`config.mk`:
```
export PLATFORM = sky130hd
export DESIGN_NAME = tmcm_parser
export DESIGN_NICKNAME = d
export VERILOG_FILES = /design/src/hw/rtl/tmcm_pkg.sv /design/src/hw/rtl/tmcm_parser.sv
export SDC_FILE = /design/constraint.sdc
export NUM_CORES = 1
export LEC_CHECK = 0
export BUFFER_PORTS_ARGS = -buffer_cell sky130_fd_sc_hd__buf_2
export CAP_MARGIN = 20
export CORE_MARGIN = 3
export CORE_UTILIZATION = 55
export CTS_BUF_LIST = sky130_fd_sc_hd__clkbuf_16
export DETAILED_ROUTE_END_ITERATION = 8
export PLACE_DENSITY_LB_ADDON = 0.15
export SLEW_MARGIN = 20
export SYNTH_ARGS = -nofsm -noshare
export SYNTH_HDL_FRONTEND = slang
export SYNTH_SLANG_ARGS = --single-unit
```
`constraint.sdc`:
```
create_clock -name clk -period 2.9 [get_ports clk]
set_input_delay 0.29 -clock clk [delete_from_list [all_inputs] [get_ports clk]]
set_output_delay 0.29 -clock clk [all_outputs]
set_load 0.005 [all_outputs]
```
`src/hw/rtl/tmcm_pkg.sv`:
```
// Shared types and constants for the trace message coverage map.
package tmcm_pkg;

	localparam int MAP_BITS_DEFAULT = 16;
	localparam int CFG_W            = 5;
	localparam logic [CFG_W-1:0] CFG_RESET = 5'd16;
	localparam int OUT_DEPTH        = 4;
	localparam int ID_W             = 32;
	localparam int ASM_W            = 24;

	localparam logic [7:0] CODE_TRACE     = 8'h03;
	localparam logic [7:0] CODE_END_OK    = 8'hfd;
	localparam logic [7:0] CODE_END_CRASH = 8'hfe;
	localparam logic [7:0] CODE_QUERY     = 8'hfc;

	typedef enum logic [1:0] {
		CMD_START = 2'd0,
		CMD_BYTE  = 2'd1,
		CMD_READ  = 2'd2,
		CMD_NONE  = 2'd3
	} cmd_t;

	typedef enum logic [2:0] {
		ST_NONE    = 3'd0,
		ST_OK      = 3'd1,
		ST_CRASH   = 3'd2,
		ST_ERROR   = 3'd3,
		ST_UNKNOWN = 3'd4
	} status_t;

	typedef enum logic [1:0] {
		PH_DONE = 2'd0,
		PH_CODE = 2'd1,
		PH_ID   = 2'd2,
		PH_LOC  = 2'd3
	} phase_t;

	typedef enum logic [1:0] {
		MSG_TRACE = 2'd0,
		MSG_OK    = 2'd1,
		MSG_CRASH = 2'd2
	} msg_t;

	typedef enum logic [1:0] {
		OP_NONE       = 2'd0,
		OP_INCR       = 2'd1,
		OP_READ       = 2'd2,
		OP_READ_CLEAR = 2'd3
	} map_op_t;

	typedef struct packed {
		status_t status;
		map_op_t op;
	} parse_res_t;

	typedef struct packed {
		logic [7:0] value;
		status_t    status;
	} out_item_t;

endpackage

```
`src/hw/rtl/tmcm_parser.sv`:
```
// Message parser, sample id tracking and location hashing for the coverage map.
module tmcm_parser #(
	parameter int MAP_BITS = tmcm_pkg::MAP_BITS_DEFAULT
) (
	input  logic                           clk,
	input  logic                           arst_n,
	input  logic                           item_valid,
	input  tmcm_pkg::cmd_t                 command,
	input  logic [7:0]                     link_byte,
	input  logic [15:0]                    map_index,
	input  logic                           clear_after_read,
	input  logic [tmcm_pkg::CFG_W-1:0]     index_bits,
	output tmcm_pkg::parse_res_t           result,
	output logic [MAP_BITS-1:0]            map_addr
);
	import tmcm_pkg::*;

	localparam int H_W = 40;

	phase_t             phase_q, phase_d;
	logic [1:0]         pos_q, pos_d;
	msg_t               msg_q, msg_d;
	logic [ASM_W-1:0]   asm_q, asm_d;
	logic [ID_W-1:0]    exp_id_q, exp_id_d;
	logic [ID_W-1:0]    rx_id_q, rx_id_d;
	logic [MAP_BITS-1:0] prev_q, prev_d;

	logic [ID_W-1:0]     word;
	logic [H_W-1:0]      hash;
	logic [MAP_BITS-1:0] mask;
	logic [MAP_BITS-1:0] hash_index;
	logic                code_known;

	assign word       = {link_byte, asm_q};
	assign hash       = {12'b0, word[ID_W-1:4]} ^ {word, 8'b0};
	assign hash_index = (hash[MAP_BITS-1:0] ^ prev_q) & mask;
	assign code_known = (link_byte == CODE_TRACE) || (link_byte == CODE_END_OK) ||
		(link_byte == CODE_END_CRASH);

	always_comb begin
		for (int i = 0; i < MAP_BITS; i++) begin
			mask[i] = (index_bits > CFG_W'(i));
		end
	end

	always_comb begin
		phase_d  = phase_q;
		pos_d    = pos_q;
		msg_d    = msg_q;
		asm_d    = asm_q;
		exp_id_d = exp_id_q;
		rx_id_d  = rx_id_q;
		prev_d   = prev_q;
		if (item_valid) begin
			unique case (command)
				CMD_START: begin
					exp_id_d = exp_id_q + 1'b1;
					prev_d   = '0;
					rx_id_d  = '0;
					phase_d  = PH_CODE;
					pos_d    = '0;
					msg_d    = MSG_TRACE;
					asm_d    = '0;
				end
				CMD_BYTE: begin
					unique case (phase_q)
						PH_CODE: begin
							if (code_known) begin
								phase_d = PH_ID;
								pos_d   = '0;
								asm_d   = '0;
								priority if (link_byte == CODE_TRACE) msg_d = MSG_TRACE;
								else if (link_byte == CODE_END_OK) msg_d = MSG_OK;
								else msg_d = MSG_CRASH;
							end else begin
								phase_d = PH_DONE;
							end
						end
						PH_ID, PH_LOC: begin
							if (pos_q != 2'd3) begin
								pos_d = pos_q + 1'b1;
								unique case (pos_q)
									2'd0: asm_d[7:0]   = link_byte;
									2'd1: asm_d[15:8]  = link_byte;
									default: asm_d[23:16] = link_byte;
								endcase
							end else begin
								pos_d = '0;
								asm_d = '0;
								if (phase_q == PH_LOC) begin
									prev_d  = hash[MAP_BITS:1];
									phase_d = PH_CODE;
								end else begin
									rx_id_d = word;
									if (word != exp_id_q || msg_q != MSG_TRACE) begin
										phase_d = PH_DONE;
									end else begin
										phase_d = PH_LOC;
									end
								end
							end
						end
						PH_DONE: begin
						end
					endcase
				end
				CMD_READ, CMD_NONE: begin
				end
			endcase
		end
	end

	always_comb begin
		result.status = ST_NONE;
		result.op     = OP_NONE;
		map_addr      = MAP_BITS'(map_index);
		if (item_valid) begin
			unique case (command)
				CMD_BYTE: begin
					unique case (phase_q)
						PH_CODE: begin
							if (!code_known) begin
								if (link_byte == CODE_QUERY && rx_id_q != exp_id_q) begin
									result.status = ST_ERROR;
								end else begin
									result.status = ST_UNKNOWN;
								end
							end
						end
						PH_ID: begin
							if (pos_q == 2'd3) begin
								priority if (word != exp_id_q) result.status = ST_ERROR;
								else if (msg_q == MSG_OK) result.status = ST_OK;
								else if (msg_q == MSG_CRASH) result.status = ST_CRASH;
								else result.status = ST_NONE;
							end
						end
						PH_LOC: begin
							if (pos_q == 2'd3) begin
								result.op = OP_INCR;
								map_addr  = hash_index;
							end
						end
						PH_DONE: begin
						end
					endcase
				end
				CMD_READ: begin
					result.op = clear_after_read ? OP_READ_CLEAR : OP_READ;
				end
				CMD_START, CMD_NONE: begin
				end
			endcase
		end
	end

	always_ff @(posedge clk or negedge arst_n) begin
		if (!arst_n) begin
			phase_q  <= PH_DONE;
			pos_q    <= '0;
			msg_q    <= MSG_TRACE;
			asm_q    <= '0;
			exp_id_q <= '0;
			rx_id_q  <= '0;
			prev_q   <= '0;
		end else begin
			phase_q  <= phase_d;
			pos_q    <= pos_d;
			msg_q    <= msg_d;
			asm_q    <= asm_d;
			exp_id_q <= exp_id_d;
			rx_id_q  <= rx_id_d;
			prev_q   <= prev_d;
		end
	end

	a_pos_idle: assert property (@(posedge clk) disable iff (!arst_n)
		(phase_q == PH_DONE || phase_q == PH_CODE) |-> pos_q == 2'd0)
		else $error("Byte position is nonzero outside an id or location field.");

	a_start_phase: assert property (@(posedge clk) disable iff (!arst_n)
		item_valid && command == CMD_START |=> phase_q == PH_CODE && pos_q == 2'd0)
		else $error("A sample start did not rearm the parser.");

	a_end_from_id: assert property (@(posedge clk) disable iff (!arst_n)
		(result.status == ST_OK || result.status == ST_CRASH) |->
		phase_q == PH_ID && pos_q == 2'd3 && word == exp_id_q)
		else $error("An exchange ended without a matching id.");

	a_incr_from_loc: assert property (@(posedge clk) disable iff (!arst_n)
		result.op == OP_INCR |=> phase_q == PH_CODE)
		else $error("A map update did not return the parser to the code byte.");

endmodule

```
==> results.txt <==
Status -> finished clean
Clk pin slew, worst setup/hold paths -> 0.07 ns
Worst path cell trace -> xnor2_1 > nand4_1 > nor4_1 > buf_4 > a31oi_1 > o21bai_1 > buf_2
Synth-to-Final Area Change -> 10.9%
Clk root buf -> clkbuf_16
Initial Utilization -> 56.8%
Setup TNS -> 0 ns
GRT Total Usage -> 25.4%
Worst skew pair latency -> 0.36 ns
Antenna violations before repair -> 0
Inserted Diodes -> 0
Pre-antenna DRT Iters -> 5
IO Count -> 56
Top post-synthesis cells by count -> nand2_1 (127), dfrtp_1 (110), o21ai_0 (67), xnor2_1 (63), xor2_1 (58)
Global-route wire length before repair -> 25,200 um
Die H -> 112 um
Synth Warn # -> 0
Number of clock sinks -> 110
Critical-path maximum fanout -> 7
Final wirelength -> 15,400 um
Core footprint -> 0.0109 mm^2
CP endpoint kind -> output port
Max Slew Vio Count -> 0
GRT Residual Overflow -> 0
DRT iter0 DRCs -> 274
Post-route setup slack -> 0.144 ns
Cell taking the most area after synthesis -> dfrtp_1
Post-synth EDFFs -> 0
Count leader, synth -> nand2_1
Post-synthesis async set-or-reset flop share -> 100%
Via count -> 4,766
Nets@finish -> 740
Post-synthesis net count -> 702
Die ar. -> 0.0126 mm^2
CTS max path bufs -> 2
Top achievable clock speed -> 363 MHz
Drt via density -> 5.67
Worst path arrival time -> 2.47 ns
PwrDens -> 601 mW/mm^2
Cell class contributing the biggest share of worst-path delay -> simple AND/OR/NAND/NOR gates
Max-Slew Margin vs Limit -> 62.1%
Worst min path class -> in -> reg
Final Wtd Congestion -> 0.988
Element type at the critical path start -> flop
Die X-Extent -> 112 um
Syn Area/Cell -> 9.45 um^2
Largest cells by area after synthesis -> dfrtp_1 (44%), xnor2_1 (8.9%), xor2_1 (8.2%)
Yosys top cell area share -> 44.3%
I/O Buffers -> 55
Largest net degree at the start of global routing -> 73
Largest stage delay, worst path -> 0.53 ns
Final ANT Viol Nets -> 0
Fin crit share -> 95.0%
FP Rows -> 38
Final core occ -> 63.0%
Tightest Pin Transition -> 0.569 ns
Vias in the first global route -> 4,671
Buffers & Inverters on Critical Path -> 2
Leakage power -> 3.32 nW
Post-synth cell types -> 51
Unrepaired setup endpoints after global routing -> false
Max-cap violation count -> 0
Cell count after synthesis -> 657
CP required -> 2.61 ns
Critical path class -> reg -> out
Final Critical Period -> 2.76 ns
Seq cells post-synth -> 110
Register area share after synthesis -> 44.3%
Hpwl dp -> 11,500 um
WL per Instance -> 18.4 um
CTS tree -> built
Final setup skew -> 0.00748 ns
Maximum vdd drop -> 384 uV
Finish-stage setup viols -> 0
# fillers -> 908
DRC -> 0
Main flop type after synthesis -> dfrtp_1
Layout cells sized above 1 -> 16.6%
Hold Fails Final Rpt -> 0
Total power -> 4.13 mW
Cell Area, Synth -> 0.00621 mm^2
Total CTS buffers -> 9
H-tree depth -> 3
Place WS -> 0.614 ns
CP max-delay cell -> nor4_1
[area by class of cell]
type	count	area, um^2	share of cell area [%]
multi-input cells	497	3280	47.6
repair buffers	67	383	5.56
flip-flops and latches	110	2750	40.0
clock buffers	9	225	3.27
inverters	10	37.5	0.545
well taps	140	175	2.54
clock inverters	7	33.8	0.491
[cells by family (layout without fill, tap and decap cells)]
kind of cell | count (synthesis) | in the layout | share of synthesized area [%]
simple gates | 231 | 231 | 17.6
buf+inv | 50 | 93 | 3.10
mux | 25 | 25 | 4.66
compound gates | 110 | 110 | 11.2
flops | 110 | 110 | 44.3
xor+xnor | 121 | 121 | 17.1
fa+ha+maj | 10 | 10 | 2.02
[through the flow]
stage               instances  cell area (um^2)  hold slack [ns]
floorplan                 657              6210         -0.00559
global placement          823              6620            0.299
detailed placement        823              6620            0.306
CTS                       840              6880            0.233
global route              840              6880            0.244
finish                    840              6880            0.239
[tightest hold or removal path, stage by stage]
cell	delay, ns
buf_2	0.14
nand2_1	0.06
o21ai_0	0.06
[state kept, by name (all words and copies together), names as in the netlist]
name      flops
asm_q        24
exp_id_q     32
msg_q         2
phase_q       2
pos_q         2
prev_q       16
rx_id_q      32
[per-layer routing]
metal  up-vias  GRT usage (%)  wire length [um]  part of all wire, %
met3        19           3.18               898                  5.8
met5         -              0                 0                    0
li1       2294              -                 -                    -
met1      2307           36.7              7040                   46
met2       146           40.1              7180                   47
met4         0           8.73               303                  2.0
[path summary, 6_finish.rpt]
path	to	startpoint	cells after the start	slack, ns
setup reg to reg	phase_q[0]$_DFFE_PN0P_	exp_id_q[19]$_DFFE_PN0P_	6	0.81
setup / recovery	result[3]	exp_id_q[19]$_DFFE_PN0P_	7	0.14
hold / removal	rx_id_q[30]$_DFFE_PN0P_	link_byte[6]	3	0.24
max in group asynchronous	asm_q[15]$_DFFE_PN0P_	arst_n	3	1.68
hold reg to reg	prev_q[9]$_DFFE_PN0P_	prev_q[9]$_DFFE_PN0P_	2	0.50
min in group asynchronous	rx_id_q[15]$_DFFE_PN0P_	arst_n	2	0.46
[where the power goes]
group	switching, mW	internal [mW]
Sequential	0.271	1.72
Clock	0.549	0.569
Combinational	0.553	0.476
[cells in the final DEF (no fill, tap or decap), drive strengths merged, types with 11 or more instances in the layout]
| cell type | Yosys | routed |
|---|---|---|
| and2 | 13 | 13 |
| nor4 | 12 | 12 |
| nand4 | 21 | 21 |
| o21ai | 72 | 72 |
| buf | 5 | 66 |
| dfrtp | 110 | 110 |
| xor2 | 58 | 58 |
| nor2 | 20 | 20 |
| nand2 | 128 | 128 |
| xnor2 | 63 | 63 |
| mux2 | 25 | 25 |
| inv | 10 | 12 |
| and3 | 11 | 11 |
[repair_timing]
action | 4_1_cts | 5_1_grt
hold buffers | 1 | 0
hold endpoints to repair | 38 | 0
buffers inserted | 0 | 0
resized for setup | 0 | 0
No activity file was read; power rests on OpenSTA's default activity.
